File: src/hw/rtl/magc_pkg.sv
// Shared constants, types and the helper function of the magnetometer compensation pipeline.
package magc_pkg;

    localparam int SAMPLE_WIDTH   = 16;
    localparam int COEF_FRAC_BITS = 14;
    localparam int COEF_WIDTH     = COEF_FRAC_BITS + 2;
    localparam int REG_WIDTH      = 48;
    localparam int NUM_AXES       = 3;

    localparam int DIFF_WIDTH  = SAMPLE_WIDTH + 1;
    localparam int PROD_WIDTH  = COEF_WIDTH + DIFF_WIDTH;
    localparam int ACC_WIDTH   = PROD_WIDTH + 2;
    localparam int RND_WIDTH   = ACC_WIDTH - COEF_FRAC_BITS;
    localparam int SQ_WIDTH    = 2 * SAMPLE_WIDTH;
    localparam int SUMSQ_WIDTH = SQ_WIDTH;
    localparam int ROOT_WIDTH  = SAMPLE_WIDTH;
    localparam int REM_WIDTH   = ROOT_WIDTH + 2;

    localparam int SQRT_STEPS_PER_STAGE = 2;
    localparam int SQRT_STAGES          = ROOT_WIDTH / SQRT_STEPS_PER_STAGE;
    localparam int SQRT_SHIFT           = 2 * SQRT_STEPS_PER_STAGE;

    localparam int STG_DIFF   = 0;
    localparam int STG_PROD   = 1;
    localparam int STG_SAT    = 2;
    localparam int STG_SQ     = 3;
    localparam int STG_SUM    = 4;
    localparam int STG_ROOT0  = 5;
    localparam int NUM_STAGES = STG_ROOT0 + SQRT_STAGES;
    localparam int CARRY_DEPTH = NUM_STAGES - STG_SUM;

    localparam int CFG_INDEX_WIDTH = 3;

    localparam logic [REG_WIDTH-1:0] MATRIX_ROW0_RESET =
        REG_WIDTH'(1) << COEF_FRAC_BITS;
    localparam logic [REG_WIDTH-1:0] MATRIX_ROW1_RESET =
        REG_WIDTH'(1) << (COEF_FRAC_BITS + COEF_WIDTH);
    localparam logic [REG_WIDTH-1:0] MATRIX_ROW2_RESET =
        REG_WIDTH'(1) << (COEF_FRAC_BITS + 2 * COEF_WIDTH);

    localparam logic signed [ACC_WIDTH-1:0] RND_HALF =
        ACC_WIDTH'(1) << (COEF_FRAC_BITS - 1);
    localparam logic signed [SAMPLE_WIDTH-1:0] SAT_MAX = {1'b0, {(SAMPLE_WIDTH-1){1'b1}}};
    localparam logic signed [SAMPLE_WIDTH-1:0] SAT_MIN = {1'b1, {(SAMPLE_WIDTH-1){1'b0}}};

    typedef enum logic [CFG_INDEX_WIDTH-1:0] {
        CFG_MATRIX_ROW0      = 3'd0,
        CFG_MATRIX_ROW1      = 3'd1,
        CFG_MATRIX_ROW2      = 3'd2,
        CFG_HARD_IRON_OFFSET = 3'd3
    } cfg_index_t;

    typedef struct packed {
        logic prod_en;
        logic sat_en;
        logic sq_en;
    } lane_ctrl_t;

    typedef struct packed {
        logic                   sum_en;
        logic [SQRT_STAGES-1:0] step_en;
    } sqrt_ctrl_t;

    typedef struct packed {
        logic [REM_WIDTH-1:0]  rem;
        logic [ROOT_WIDTH-1:0] root;
    } sqrt_state_t;

    typedef struct packed {
        logic signed [SAMPLE_WIDTH-1:0] comp_x;
        logic signed [SAMPLE_WIDTH-1:0] comp_y;
        logic signed [SAMPLE_WIDTH-1:0] comp_z;
        logic                           clipped;
    } result_payload_t;

    // One digit of the restoring square root: brings down two radicand bits.
    function automatic sqrt_state_t sqrt_step(sqrt_state_t cur, logic [1:0] pair);
        logic [REM_WIDTH+1:0] rem_sh;
        logic [REM_WIDTH+1:0] trial;
        sqrt_state_t          nxt;
        rem_sh = {cur.rem, pair};
        trial  = {2'b00, cur.root, 2'b01};
        if (rem_sh >= trial) begin
            nxt.rem  = REM_WIDTH'(rem_sh - trial);
            nxt.root = {cur.root[ROOT_WIDTH-2:0], 1'b1};
        end else begin
            nxt.rem  = rem_sh[REM_WIDTH-1:0];
            nxt.root = {cur.root[ROOT_WIDTH-2:0], 1'b0};
        end
        return nxt;
    endfunction

endpackage

File: src/hw/rtl/magc_lane.sv
// One output axis lane: row dot product, rounding, saturation and squaring.
module magc_lane (
    input  logic                                     aclk,
    input  magc_pkg::lane_ctrl_t                     ctrl,
    input  logic [magc_pkg::REG_WIDTH-1:0]           row,
    input  logic signed [magc_pkg::DIFF_WIDTH-1:0]   diff_x,
    input  logic signed [magc_pkg::DIFF_WIDTH-1:0]   diff_y,
    input  logic signed [magc_pkg::DIFF_WIDTH-1:0]   diff_z,
    output logic signed [magc_pkg::SAMPLE_WIDTH-1:0] comp,
    output logic                                     clip,
    output logic [magc_pkg::SQ_WIDTH-1:0]            sq
);

    logic signed [magc_pkg::COEF_WIDTH-1:0] coef [magc_pkg::NUM_AXES];
    logic signed [magc_pkg::DIFF_WIDTH-1:0] diff [magc_pkg::NUM_AXES];
    logic signed [magc_pkg::PROD_WIDTH-1:0] prod_reg [magc_pkg::NUM_AXES];
    logic signed [magc_pkg::PROD_WIDTH-1:0] prod_next [magc_pkg::NUM_AXES];

    logic signed [magc_pkg::ACC_WIDTH-1:0]    acc;
    logic signed [magc_pkg::RND_WIDTH-1:0]    rnd;
    logic [magc_pkg::RND_WIDTH-magc_pkg::SAMPLE_WIDTH:0] rnd_top;
    logic signed [magc_pkg::SAMPLE_WIDTH-1:0] sat_next;
    logic                                     clip_next;
    logic signed [magc_pkg::SAMPLE_WIDTH-1:0] sat_reg;
    logic                                     clip_sat_reg;
    logic [magc_pkg::SAMPLE_WIDTH-1:0]        mag;

    logic signed [magc_pkg::SAMPLE_WIDTH-1:0] comp_reg;
    logic                                     clip_reg;
    logic [magc_pkg::SQ_WIDTH-1:0]            sq_reg;

    always_comb begin
        diff[0] = diff_x;
        diff[1] = diff_y;
        diff[2] = diff_z;
        for (int j = 0; j < magc_pkg::NUM_AXES; j++) begin
            coef[j]      = row[j*magc_pkg::COEF_WIDTH +: magc_pkg::COEF_WIDTH];
            prod_next[j] = magc_pkg::PROD_WIDTH'(coef[j]) * magc_pkg::PROD_WIDTH'(diff[j]);
        end
    end

    always_ff @(posedge aclk) begin
        if (ctrl.prod_en) begin
            for (int j = 0; j < magc_pkg::NUM_AXES; j++) begin
                prod_reg[j] <= prod_next[j];
            end
        end
    end

    always_comb begin
        acc = magc_pkg::ACC_WIDTH'(prod_reg[0]) + magc_pkg::ACC_WIDTH'(prod_reg[1])
            + magc_pkg::ACC_WIDTH'(prod_reg[2]) + magc_pkg::RND_HALF;
        rnd     = acc[magc_pkg::ACC_WIDTH-1:magc_pkg::COEF_FRAC_BITS];
        rnd_top = rnd[magc_pkg::RND_WIDTH-1:magc_pkg::SAMPLE_WIDTH-1];
        if ((&rnd_top) || !(|rnd_top)) begin
            sat_next  = rnd[magc_pkg::SAMPLE_WIDTH-1:0];
            clip_next = 1'b0;
        end else begin
            sat_next  = rnd[magc_pkg::RND_WIDTH-1] ? magc_pkg::SAT_MIN : magc_pkg::SAT_MAX;
            clip_next = 1'b1;
        end
    end

    always_ff @(posedge aclk) begin
        if (ctrl.sat_en) begin
            sat_reg      <= sat_next;
            clip_sat_reg <= clip_next;
        end
    end

    assign mag = sat_reg[magc_pkg::SAMPLE_WIDTH-1] ? magc_pkg::SAMPLE_WIDTH'(-sat_reg)
                                                   : sat_reg;

    always_ff @(posedge aclk) begin
        if (ctrl.sq_en) begin
            comp_reg <= sat_reg;
            clip_reg <= clip_sat_reg;
            sq_reg   <= magc_pkg::SQ_WIDTH'(mag) * magc_pkg::SQ_WIDTH'(mag);
        end
    end

    assign comp = comp_reg;
    assign clip = clip_reg;
    assign sq   = sq_reg;

endmodule

File: config.mk
export PLATFORM = sky130hd
export DESIGN_NAME = magc_lane
export DESIGN_NICKNAME = d
export VERILOG_FILES = /design/src/hw/rtl/magc_pkg.sv /design/src/hw/rtl/magc_lane.sv
export SDC_FILE = /design/constraint.sdc
export NUM_CORES = 2
export LEC_CHECK = 0
export ABC_CLOCK_PERIOD_IN_PS = 24000
export BUFFER_PORTS_ARGS = -buffer_cell sky130_fd_sc_hd__buf_2
export CAP_MARGIN = 20
export CORE_MARGIN = 4
export CORE_UTILIZATION = 30
export CTS_CLUSTER_DIAMETER = 100
export DETAILED_ROUTE_END_ITERATION = 16
export SYNTH_ARGS = -nofsm -noshare
export SYNTH_HDL_FRONTEND = slang
export SYNTH_SLANG_ARGS = --single-unit
File: constraint.sdc
create_clock -name aclk -period 24 [get_ports aclk]
set_input_delay 4.8 -clock aclk [delete_from_list [all_inputs] [get_ports aclk]]
set_output_delay 4.8 -clock aclk [all_outputs]
set_load 0.1 [all_outputs]
==> impl_metrics.csv <==
group,metric,value,unit
status,status,"finished clean",
synthesis,synth_compound_area_frac,0.0594,
detailed_routing,drcViolationCount,0,
floorplanning,design.portCount,152,
worst_setup_path,reg2reg_depth,27,
worst_setup_path,cp_max_fo,17,
synthesis,synth-simple-area-share,0.129,
placed_design,gp_congestion,0.893,
clock_network,cts_root_buffer,"clkbuf_16",
finish,layout_common_cells,"inv_1 (1130), fa_1 (1023), nand2_1 (577)",
floorplanning,rows,142,
grt,antenna_found_initial,2,
sta,slew_viol_final,0,
worst_setup_path,worst_path_largest_cell_delay,570,ps
clock_network,cts_tree,"done",
synthesis,seq_area_frac_synth,0.108,
finish,finalNetCount,6278,
worst_setup_path,critical_path.most_common_cell,"fa_1",
synthesis,synth.mux.area_fraction,0.000440,
detailed_routing,vias,30900,
synthesis,synth_edf_count,163,
sta,setup_viol,0,
worst_hold_path,hold-path-endpoint,"clip",
worst_hold_path,hold_depth,0,
finish,area_growth_syn_to_layout,7.56,%
floorplanning,start_util,0.303,
sta,rsz0062_at_grt,"false",
finish,final-instance-count-excl-fill,6765,
grt,grt_pass1_vias,34200,
clock_network,path_clk_slew,70,ps
detailed_routing,dr_wl_met3,4.74,mm
detailed_routing,drtPass1Iterations,7,
placed_design,place_inst,6732,
grt,grt_pass1_wl,181,mm
worst_setup_path,crit_path_start_kind,"input port",
clock_network,htreeDepth,4,
synthesis,synth_top_family_by_area,"adder cells",
synthesis,synthDistinctLibCells,77,
sta,slew_headroom,0.259,
sta,final.period_utilization,0.454,
placed_design,place_hpwl,91.6,mm
worst_setup_path,worstSetupPathType,"input port to register",
clock_network,cts_sinks,163,
worst_setup_path,cp_cell_sequence,"buf_2 -> nand2_1 -> fa_1 -> inv_1 -> fa_1 -> fa_1 -> fa_1 -> inv_1 -> fa_1 -> inv_1 -> fa_1 -> ha_1 -> a211oi_1 -> nor2_1 -> a211oi_2 -> a311oi_1 -> or3_1 -> a2111oi_0 -> o31ai_1 -> a21oi_1 -> xnor2_1",
detailed_routing,met2_length,55.4,mm
detailed_routing,drt_wl_total,109,mm
floorplanning,fp.dieW,397,um
synthesis,avgSynthCellArea,9.70,sq um
sta,worstMarginPinSlew,1100,ps
synthesis,synthAdderAreaFrac,0.565,
grt,grt_max_degree,54,
worst_setup_path,required,24210,ps
finish,layout-drive-gt1-share,0.0444,
worst_setup_path,cp_slowest_cell,"fa_1",
synthesis,postSynthCellCount,4687,
placed_design,io_buffers,150,
placed_design,dpl_cell_area,0.0483,sq mm
sta,hold_viol_final,0,
floorplanning,die_area,0.158,sq mm
worst_setup_path,critPathCaptureType,"register",
worst_hold_path,hold_start,"clip_sat_reg",
sta,fmax,0.0917,GHz
detailed_routing,wl_per_cell,16.1,um
detailed_routing,highest_layer,"met4",
floorplanning,core-area,0.150,sq mm
finish,postLayoutCellArea,0.0489,sq mm
detailed_routing,final_antenna_net_count,0,
detailed_routing,wl_met1,46.3,mm
finish,final_common_cell,"inv_1",
synthesis,synth_ff_type,"edfxtp_1",
worst_setup_path,r2r_end,"sq[31]",
synthesis,syn-cell-area,0.0455,sq mm
clock_network,cts_buffers,17,
detailed_routing,via_per_inst,4.57,
floorplanning,fp.dieH,397,um
synthesis,synth_xor_xnor_area_share,0.0324,
clock_network,ctsHoldBuffers,0,
clock_network,postCtsSetupRepairBufs,0,
worst_setup_path,r2r_start,"sat_reg[0]",
grt,overflow,0,
clock_network,clock_latency,460,ps
synthesis,ys_seq_elements,163,
synthesis,synthArstFlopShare,0,
worst_setup_path,r2r_slack,14360,ps
worst_hold_path,hp-class,"register to register",
clock_network,clockBufferDepth,2,
finish,largest_register_ff_count,99,
flow_run,drv_cap,0,
synthesis,synth_top_area_share,0.450,
sta,fin_crit,10910,ps
synthesis,synth.area.top_cells,"fa_1 (45%), ha_1 (11%), edfxtp_1 (11%), inv_1 (9.3%), nand2_1 (4.8%)",
grt,grt_usage,0.143,
synthesis,synth_top_cell_by_area,"fa_1",
worst_setup_path,cp_data_arrival_time,11120,ps
sta,timing.setup.tns,0,ps
clock_network,post_cts.resized_instances,0,
detailed_routing,drt-initial-drc-count,1433,
sta,skew,14.5,ps
synthesis,ys_warn_count,0,
## per-stage QoR
stage	setup slack (ps)	hold slack, ps	util
after floorplan	13090	400	-
after global routing	12770	458	0.326
after CTS	13160	459	0.326
after global placement	12750	439	0.322
final	13090	443	0.326
after detailed placement	12680	432	0.322
## cells in the mapped netlist, drive strengths merged, types with 7 or more instances
cell,number
nand2,577
o21bai,19
o31ai,13
and2,317
nor2b,10
nand3,27
a21o,56
o21a,21
edfxtp,163
nand4,8
clkbuf,135
xor2,46
ha,417
xnor2,122
fa,1023
or3,10
a31oi,10
a21oi,113
nor4,7
and3,12
nor3,28
nand2b,58
a211oi,29
nor2,152
inv,1133
o21ai,76
## worst max-delay path: cells and delay by family
kind	cells	cell delay, ps
adder cells (fa/ha/maj)	7	3460
AO/OA/AOI/OAI	6	1660
AND/OR/NAND/NOR	3	650
XOR/XNOR	1	80
buffers and inverters	4	470
## kinds of logic after synthesis
family	count (synthesis)
fa+ha+maj	1440
compound gates	402
xor+xnor	168
buf+inv	1280
flops	163
other cells	2
mux	2
simple gates	1230
## metal layers
metal | GRT usage | vias up
met5 | 0 | -
met4 | 0.0313 | 0
met3 | 0.0168 | 125
met2 | 0.255 | 682
met1 | 0.186 | 15900
li1 | - | 14200
## how the worst max path moves through the flow
stage                from         endpoint  cells after the start
3_3_place_gp   diff_x[11]  prod_reg[0][25]                     21
6_report           row[1]  prod_reg[0][25]                     21
3_5_place_dp       row[1]  prod_reg[0][25]                     21
5_1_grt            row[1]  prod_reg[0][25]                     23
4_1_cts            row[1]  prod_reg[0][25]                     21
2_1_floorplan      row[4]  prod_reg[0][25]                     24
## final cells by class
type | instances | area [sq um]
Inverter | 1139 | 4280
Clock buffer | 19 | 433
Sequential cell | 163 | 4890
Timing Repair Buffer | 160 | 828
Fill cell | 15500 | 101000
Clock inverter | 12 | 155
Antenna cell | 2 | 5.00
Tap cell | 2016 | 2520
Multi-Input combinational cell | 3254 | 35800
Power is not shown: default switching activity piles up to over one toggle a cycle in this logic, so the estimate is an artifact.
