### config.mk
export PLATFORM = sky130hd
export DESIGN_NAME = magc_isqrt
export DESIGN_NICKNAME = d
export VERILOG_FILES = /design/src/hw/rtl/magc_pkg.sv /design/src/hw/rtl/magc_isqrt.sv
export SDC_FILE = /design/constraint.sdc
export NUM_CORES = 1
export LEC_CHECK = 0
export BUFFER_PORTS_ARGS = -buffer_cell sky130_fd_sc_hd__clkbuf_2
export CAP_MARGIN = 20
export CORE_MARGIN = 5
export CORE_UTILIZATION = 65
export CTS_CLUSTER_SIZE = 10
export DETAILED_ROUTE_END_ITERATION = 8
export HOLD_SLACK_MARGIN = 0.06
export PLACE_DENSITY = 0.88
export SYNTH_ARGS = -nofsm -noshare
export SYNTH_HDL_FRONTEND = slang
export SYNTH_SLANG_ARGS = --single-unit
### constraint.sdc
create_clock -name aclk -period 8.4 [get_ports aclk]
set_input_delay 1.68 -clock aclk [delete_from_list [all_inputs] [get_ports aclk]]
set_output_delay 1.68 -clock aclk [all_outputs]
set_load 0.05 [all_outputs]
### src/hw/rtl/magc_pkg.sv
// Shared constants, types and the helper function of the magnetometer compensation pipeline.
package magc_pkg;

    localparam int SAMPLE_WIDTH   = 16;
    localparam int COEF_FRAC_BITS = 14;
    localparam int COEF_WIDTH     = COEF_FRAC_BITS + 2;
    localparam int REG_WIDTH      = 48;
    localparam int NUM_AXES       = 3;

    localparam int DIFF_WIDTH  = SAMPLE_WIDTH + 1;
    localparam int PROD_WIDTH  = COEF_WIDTH + DIFF_WIDTH;
    localparam int ACC_WIDTH   = PROD_WIDTH + 2;
    localparam int RND_WIDTH   = ACC_WIDTH - COEF_FRAC_BITS;
    localparam int SQ_WIDTH    = 2 * SAMPLE_WIDTH;
    localparam int SUMSQ_WIDTH = SQ_WIDTH;
    localparam int ROOT_WIDTH  = SAMPLE_WIDTH;
    localparam int REM_WIDTH   = ROOT_WIDTH + 2;

    localparam int SQRT_STEPS_PER_STAGE = 2;
    localparam int SQRT_STAGES          = ROOT_WIDTH / SQRT_STEPS_PER_STAGE;
    localparam int SQRT_SHIFT           = 2 * SQRT_STEPS_PER_STAGE;

    localparam int STG_DIFF   = 0;
    localparam int STG_PROD   = 1;
    localparam int STG_SAT    = 2;
    localparam int STG_SQ     = 3;
    localparam int STG_SUM    = 4;
    localparam int STG_ROOT0  = 5;
    localparam int NUM_STAGES = STG_ROOT0 + SQRT_STAGES;
    localparam int CARRY_DEPTH = NUM_STAGES - STG_SUM;

    localparam int CFG_INDEX_WIDTH = 3;

    localparam logic [REG_WIDTH-1:0] MATRIX_ROW0_RESET =
        REG_WIDTH'(1) << COEF_FRAC_BITS;
    localparam logic [REG_WIDTH-1:0] MATRIX_ROW1_RESET =
        REG_WIDTH'(1) << (COEF_FRAC_BITS + COEF_WIDTH);
    localparam logic [REG_WIDTH-1:0] MATRIX_ROW2_RESET =
        REG_WIDTH'(1) << (COEF_FRAC_BITS + 2 * COEF_WIDTH);

    localparam logic signed [ACC_WIDTH-1:0] RND_HALF =
        ACC_WIDTH'(1) << (COEF_FRAC_BITS - 1);
    localparam logic signed [SAMPLE_WIDTH-1:0] SAT_MAX = {1'b0, {(SAMPLE_WIDTH-1){1'b1}}};
    localparam logic signed [SAMPLE_WIDTH-1:0] SAT_MIN = {1'b1, {(SAMPLE_WIDTH-1){1'b0}}};

    typedef enum logic [CFG_INDEX_WIDTH-1:0] {
        CFG_MATRIX_ROW0      = 3'd0,
        CFG_MATRIX_ROW1      = 3'd1,
        CFG_MATRIX_ROW2      = 3'd2,
        CFG_HARD_IRON_OFFSET = 3'd3
    } cfg_index_t;

    typedef struct packed {
        logic prod_en;
        logic sat_en;
        logic sq_en;
    } lane_ctrl_t;

    typedef struct packed {
        logic                   sum_en;
        logic [SQRT_STAGES-1:0] step_en;
    } sqrt_ctrl_t;

    typedef struct packed {
        logic [REM_WIDTH-1:0]  rem;
        logic [ROOT_WIDTH-1:0] root;
    } sqrt_state_t;

    typedef struct packed {
        logic signed [SAMPLE_WIDTH-1:0] comp_x;
        logic signed [SAMPLE_WIDTH-1:0] comp_y;
        logic signed [SAMPLE_WIDTH-1:0] comp_z;
        logic                           clipped;
    } result_payload_t;

    // One digit of the restoring square root: brings down two radicand bits.
    function automatic sqrt_state_t sqrt_step(sqrt_state_t cur, logic [1:0] pair);
        logic [REM_WIDTH+1:0] rem_sh;
        logic [REM_WIDTH+1:0] trial;
        sqrt_state_t          nxt;
        rem_sh = {cur.rem, pair};
        trial  = {2'b00, cur.root, 2'b01};
        if (rem_sh >= trial) begin
            nxt.rem  = REM_WIDTH'(rem_sh - trial);
            nxt.root = {cur.root[ROOT_WIDTH-2:0], 1'b1};
        end else begin
            nxt.rem  = rem_sh[REM_WIDTH-1:0];
            nxt.root = {cur.root[ROOT_WIDTH-2:0], 1'b0};
        end
        return nxt;
    endfunction

endpackage

### src/hw/rtl/magc_isqrt.sv
// Merging stage: sum of the lane squares and a pipelined floor square root.
module magc_isqrt (
    input  logic                                aclk,
    input  magc_pkg::sqrt_ctrl_t                ctrl,
    input  logic [magc_pkg::SQ_WIDTH-1:0]       sq_x,
    input  logic [magc_pkg::SQ_WIDTH-1:0]       sq_y,
    input  logic [magc_pkg::SQ_WIDTH-1:0]       sq_z,
    output logic [magc_pkg::ROOT_WIDTH-1:0]     root
);

    logic [magc_pkg::SUMSQ_WIDTH-1:0] sum_reg;
    logic [magc_pkg::SUMSQ_WIDTH-1:0] rad_reg   [magc_pkg::SQRT_STAGES];
    magc_pkg::sqrt_state_t            state_reg [magc_pkg::SQRT_STAGES];

    always_ff @(posedge aclk) begin
        if (ctrl.sum_en) begin
            sum_reg <= sq_x + sq_y + sq_z;
        end
    end

    for (genvar k = 0; k < magc_pkg::SQRT_STAGES; k++) begin : g_step
        logic [magc_pkg::SUMSQ_WIDTH-1:0] rad_in;
        magc_pkg::sqrt_state_t            state_in;
        magc_pkg::sqrt_state_t            state_mid;
        magc_pkg::sqrt_state_t            state_next;

        if (k == 0) begin : g_first
            assign rad_in   = sum_reg;
            assign state_in = '0;
        end else begin : g_rest
            assign rad_in   = rad_reg[k-1];
            assign state_in = state_reg[k-1];
        end

        always_comb begin
            state_mid  = magc_pkg::sqrt_step(state_in,
                rad_in[magc_pkg::SUMSQ_WIDTH-1 -: 2]);
            state_next = magc_pkg::sqrt_step(state_mid,
                rad_in[magc_pkg::SUMSQ_WIDTH-3 -: 2]);
        end

        always_ff @(posedge aclk) begin
            if (ctrl.step_en[k]) begin
                rad_reg[k]   <= rad_in << magc_pkg::SQRT_SHIFT;
                state_reg[k] <= state_next;
            end
        end
    end

    assign root = state_reg[magc_pkg::SQRT_STAGES-1].root;

endmodule

==> flow_summary.toml, run 1 <==
[run_status]
outcome = "completed"

[grt]
grt_pass1_vias = 16500
overflow = 0
antenna_found_initial = 0
grt_pass1_wl_um = 82100
grtUsageTotal_pct = 26.3
grt_max_degree = 47

[finish]
num-fill-cells = 2314
area_growth_pct = 10.1
num_antenna_cells = 0
nets = 2574
largest_reg_flops = 190
seqCellArea_um2 = 10000
multi_input_area_um2 = 11500
drive_gt1_share_pct = 10.1

[setup_path]
critPathLaunchType = "flip-flop"
worstSetupEndpointType = "flip-flop"
worstPathRequired_ns = 8.68
ff2ff_path_depth = 19
crit_fanout = 27
path_class = "flip-flop to flip-flop"
arrival_ns = 7.04

[floorplanning]
placementRows = 67
dieArea_um2 = 38000
core_um2 = 33600
die-height_um = 195
ioPinCount = 122
die_x_um = 195
initial_core_util_pct = 66.1

[timing]
finalSetupViolations = 0
slew_violations = 0
rsz0062_at_grt = "false"
clock_skew_ns = 0.0298
final.setup.tns_ns = 0
final.min_clock_period_ns = 6.77
fmax_ghz = 0.148
hold_viol = 0
fin_crit_sh_pct = 80.5
slew_headroom_pct = 23.8
worst_slack_ns = 1.63
worst_pin_slew_ns = 1.11
whs_ns = 0.405

[clock_tree]
cts-root-buf = "clkbuf_16"
cts_setup_buffers = 0
hold_buffers = 0
clk_pin_slew_ns = 0.06
cts_tree = "yes"
cts_buffers = 41
cts_sinks = 334
cts_resized = 0
ctsLongestPathBuffers = 3
clock_latency_ns = 0.54
h-tree-depth = 2

[synthesis]
syn_area_per_cell_um2 = 10.5
synthArstFlopShare_pct = 0
synthCells = 2121
ys.flop_type = "edfxtp_1"
synth_warnings = 0
yosysSeqAreaShare_pct = 45.1
synth-edff-count = 334
yosys_register_bits = 334
ys_types = 89
synth_area_um2 = 22200

[drt]
detail_route.vias_per_cell = 6.22
wl_per_cell_um = 18.9
ant_nets = 0
num_vias = 16900
drtIter0Drc = 1356
dr.pass1.iters = 6
drc = 0
drt_wl_total_um = 51400

[power_and_ir_drop]
ir_worst_vdd_uv = 179
p_leak_nw = 10.1
cellPowerDensity_nw_per_um2 = 287

[hold_path]
min_path_type = "flip-flop to flip-flop"
holdPathStages = 0

[job]
drv_cap = 0

[placed_design]
post-place-ws_ns = 1.76
place_congestion = 0.962
io_buffer_count = 121
dp_hpwl_um = 39400
-- worst max-delay path: stages (launching register included) --
cell	delay, ns
edfxtp_1	0.56
inv_1	0.08
ha_1	0.23
nand2b_1	0.19
a211oi_1	0.32
o21ai_0	0.21
a21oi_1	0.36
nand2b_1	0.69
inv_1	0.39
o41ai_1	0.60
ha_1	0.40
nand3_1	0.11
nor2_1	0.05
and4b_1	0.18
nor3_1	0.10
or4_1	0.12
nand2_1	0.04
or4b_2	0.69
a2111o_1	0.73
mux2_2	0.42
-- layout by cell type (no fill, tap or decap), drive strengths merged, types with 8 or more instances in the layout --
| cell type | count |
|---|---|
| nand3 | 49 |
| a21oi | 183 |
| a31oi | 14 |
| o21bai | 15 |
| a211oi | 20 |
| and4 | 8 |
| a211o | 9 |
| fa | 32 |
| nand4 | 23 |
| o211ai | 11 |
| mux2i | 20 |
| o21a | 24 |
| nor2 | 194 |
| nor4 | 15 |
| o31a | 10 |
| o41ai | 8 |
| or4 | 14 |
| clkinv | 10 |
| o31ai | 16 |
| or2 | 16 |
| xnor2 | 122 |
| nand2 | 134 |
| nor3 | 64 |
| or3 | 24 |
| inv | 142 |
| nand2b | 33 |
| o21ai | 110 |
| mux2 | 15 |
| xor2 | 65 |
| and3 | 18 |
| nor2b | 25 |
| ha | 179 |
| edfxtp | 334 |
| a21o | 47 |
| clkbuf | 169 |
-- cells in the mapped netlist, types with 15 or more instances --
cell      number  share of area, %
edfxtp_1     334                45
nor2_1       194               3.3
a21oi_1      183               4.1
ha_1         179                10
inv_1        141               2.4
nand2_1      134               2.3
xnor2_1      122               4.8
o21ai_0      104               2.3
xor2_1        65               2.6
nor3_1        62               1.4
nand3_1       49               1.1
a21o_1        47               1.6
nand2b_1      33              0.93
fa_1          32               2.9
nor2b_1       25              0.70
o21a_1        24              0.81
nand4_1       23              0.65
or3_1         23              0.65
clkbuf_1      22              0.37
mux2i_1       20              0.90
a211oi_1      19              0.64
and3_1        18              0.51
o31ai_1       16              0.54
o21bai_1      15              0.51
or2_2         15              0.42
-- cells by family after synthesis --
group           count (synthesis)  share of synthesized area [%]
compound gates                519                           14.8
xor+xnor                      187                           7.37
fa+ha+maj                     211                           13.0
buf+inv                       179                           3.18
flops                         334                           45.1
mux                            35                           1.68
other cells                     1                         0.0169
simple gates                  655                           14.9
-- routing by layer --
layer  GRT usage (%)  vias up  wire, µm
li1                -     8093         -
met1            32.9     8051     20700
met2            47.6      637     26200
met3            2.94      130      2740
met4            9.15        0      1780
met5               0        -         0
-- layout make-up --
cell class / count / area share (%)
inverter: 144 / 2.21
clock buffer: 48 / 4.39
multi-input combinational: 1609 / 47.0
tap: 448 / 2.29
sequential: 334 / 41.0
timing repair buffer: 127 / 2.81
clock inverter: 9 / 0.307
-- power breakdown --
part           internal, mW  total (mW)  switching [mW]
Combinational          1.19        2.84            1.65
Clock                 0.924        1.54           0.619
Sequential             2.35        2.62           0.274
-- per-stage QoR --
stage / total power, mW / instances / instance area, µm² / util (%)
after CTS: 6.99 / 2716 / 24400 / 72.6
after global routing: 7.44 / 2719 / 24500 / 72.7
after floorplan: 4.71 / 2122 / 22200 / -
after detailed placement: 5.41 / 2659 / 23200 / 69.1
final: 7.01 / 2719 / 24500 / 72.7
after global placement: 5.31 / 2659 / 23200 / 69.1
-- path summary, 6_finish.rpt --
kind | start | endpoint | slack, ns
worst max-delay path | rad_reg[5][26] | state_reg[1][89] | 1.63
worst min-delay path | rad_reg[4][22] | rad_reg[5][26] | 0.40
worst max register to register | rad_reg[5][26] | state_reg[1][89] | 1.63
worst min register to register | rad_reg[4][22] | rad_reg[5][26] | 0.40
No activity file was read; power rests on OpenSTA's default activity.
==> run 2, diff against run 1 <==
- CORE_UTILIZATION: 65 -> 57
- PLACE_DENSITY: 0.88 -> 0.82
- clock period: 8.4 -> 6.1 ns (I/O delays scaled with it)
==> flow_summary.toml, run 2 (synthesis gave the netlist of run 1 again) <==
[timing]
final.setup.tns_ns = 0
finalSetupViolations = 0
final.min_clock_period_ns = 5.69
hold_viol = 0
clock_skew_ns = 0.0210
worst_slack_ns = 0.412
worst_pin_slew_ns = 1.08
rsz0062_at_grt = "false"
fin_crit_sh_pct = 93.3
fmax_ghz = 0.176
slew_headroom_pct = 28.2
whs_ns = 0.410
slew_violations = 0

[clock_tree]
cts_tree = "yes"
cts_buffers = 40
cts_resized = 0
cts_sinks = 334
h-tree-depth = 2
clk_pin_slew_ns = 0.05
hold_buffers = 0
cts_setup_buffers = 0
ctsLongestPathBuffers = 3
clock_latency_ns = 0.54
cts-root-buf = "clkbuf_16"

[setup_path]
worstSetupEndpointType = "flip-flop"
r2r-end = "state_reg[1][98]"
startpoint = "state_reg[1][50]"
ff2ff_path_depth = 19
crit_fanout = 27
worstSetupEndpoint = "state_reg[1][98]"
arrival_ns = 5.97
worstPathRequired_ns = 6.38
r2r_slack_ns = 0.41
path_class = "flip-flop to flip-flop"
critPathLaunchType = "flip-flop"
r2r_start = "state_reg[1][50]"

[grt]
grt_pass1_wl_um = 80000
grt_max_degree = 47
overflow = 0
grtUsageTotal_pct = 21.9
grt_pass1_vias = 16200
antenna_found_initial = 1

[hold_path]
min_path_type = "flip-flop to flip-flop"

[power_and_ir_drop]
ir_worst_vdd_uv = 199
cellPowerDensity_nw_per_um2 = 385
finalPower_mw = 9.48
p_leak_nw = 10.1

[finish]
largest_reg_flops = 190
mostFrequentLayoutCells = "334 x edfxtp_1, 194 x nor2_1, 182 x a21oi_1"
num_antenna_cells = 0
area_growth_pct = 10.8
drive_gt1_share_pct = 10.8
final_common_cell = "edfxtp_1"
nets = 2585
finalInstanceArea_um2 = 24600

[floorplanning]
core_um2 = 38600
initial_core_util_pct = 57.5
ioPinCount = 122
die-height_um = 207
dieArea_um2 = 43000
die_x_um = 207
placementRows = 72

[placed_design]
place_congestion = 0.909
dpl_cell_area_um2 = 23400
post-place-ws_ns = 0.106
io_buffer_count = 121
dp_hpwl_um = 37300

[drt]
drtIter0Drc = 1399
drc = 0
dr.pass1.iters = 6
num_vias = 16500
ant_nets = 0
detail_route.vias_per_cell = 5.89
wl_per_cell_um = 17.2
drt_wl_total_um = 48000

[job]
drv_cap = 0

[run_status]
outcome = "completed"
==> run 2: worst min-delay path by stage <==
stage / cells after the start / to / start
after floorplan: 0 / rad_reg[0][0] / g_step[0].rad_in[0]
after global placement: 0 / rad_reg[0][26] / g_step[0].rad_in[26]
after detailed placement: 0 / rad_reg[1][20] / rad_reg[0][16]
after CTS: 0 / rad_reg[3][18] / rad_reg[2][14]
after global routing: 0 / rad_reg[0][2] / g_step[0].rad_in[2]
final: 0 / rad_reg[1][15] / rad_reg[0][11]
==> run 2: final cells by class <==
| type | count | area, µm² |
|---|---|---|
| Tap cell | 518 | 648 |
| Sequential cell | 334 | 10000 |
| Inverter | 144 | 541 |
| Clock inverter | 8 | 100 |
| Multi-Input combinational cell | 1609 | 11500 |
| Fill cell | 3039 | 14000 |
| Timing Repair Buffer | 139 | 782 |
| Clock buffer | 42 | 1010 |
==> run 2: through the flow <==
stage | util, % | std cells
finish | 63.7 | 2794
global route | 63.7 | 2794
CTS | 63.5 | 2791
detailed placement | 60.6 | 2741
global placement | 60.6 | 2740
floorplan | - | 2122
==> run 2: per-layer routing <==
layer  wire (µm)  part of all wire [%]  vias up  global-route usage, %
li1            -                     -     8117                      -
met1       21900                    46     7771                   30.5
met2       22600                    47      497                   36.5
met3        2730                   5.7       65                   3.75
met4         798                   1.7        0                   4.95
met5           0                     0        -                      0
==> run 2: critical path, stage by stage (launching register included) <==
cell	delay, ns
edfxtp_1	0.39
ha_1	0.39
nand2b_1	0.14
a211oi_1	0.37
o21ai_0	0.25
a21oi_2	0.30
nand2b_1	0.17
inv_1	0.20
nor2_1	0.17
nor2_1	0.07
ha_1	0.36
and4_1	0.26
and3_1	0.22
and4b_1	0.18
nor3_1	0.11
or4_1	0.12
nand2_1	0.06
or4b_2	0.70
a2111o_2	0.60
mux2_2	0.36
==> run 2: power breakdown <==
| part | internal [mW] | switching (mW) |
|---|---|---|
| combinational | 1.65 | 2.18 |
| sequential | 3.23 | 0.365 |
| clock | 1.18 | 0.872 |
| total | 6.07 | 3.42 |
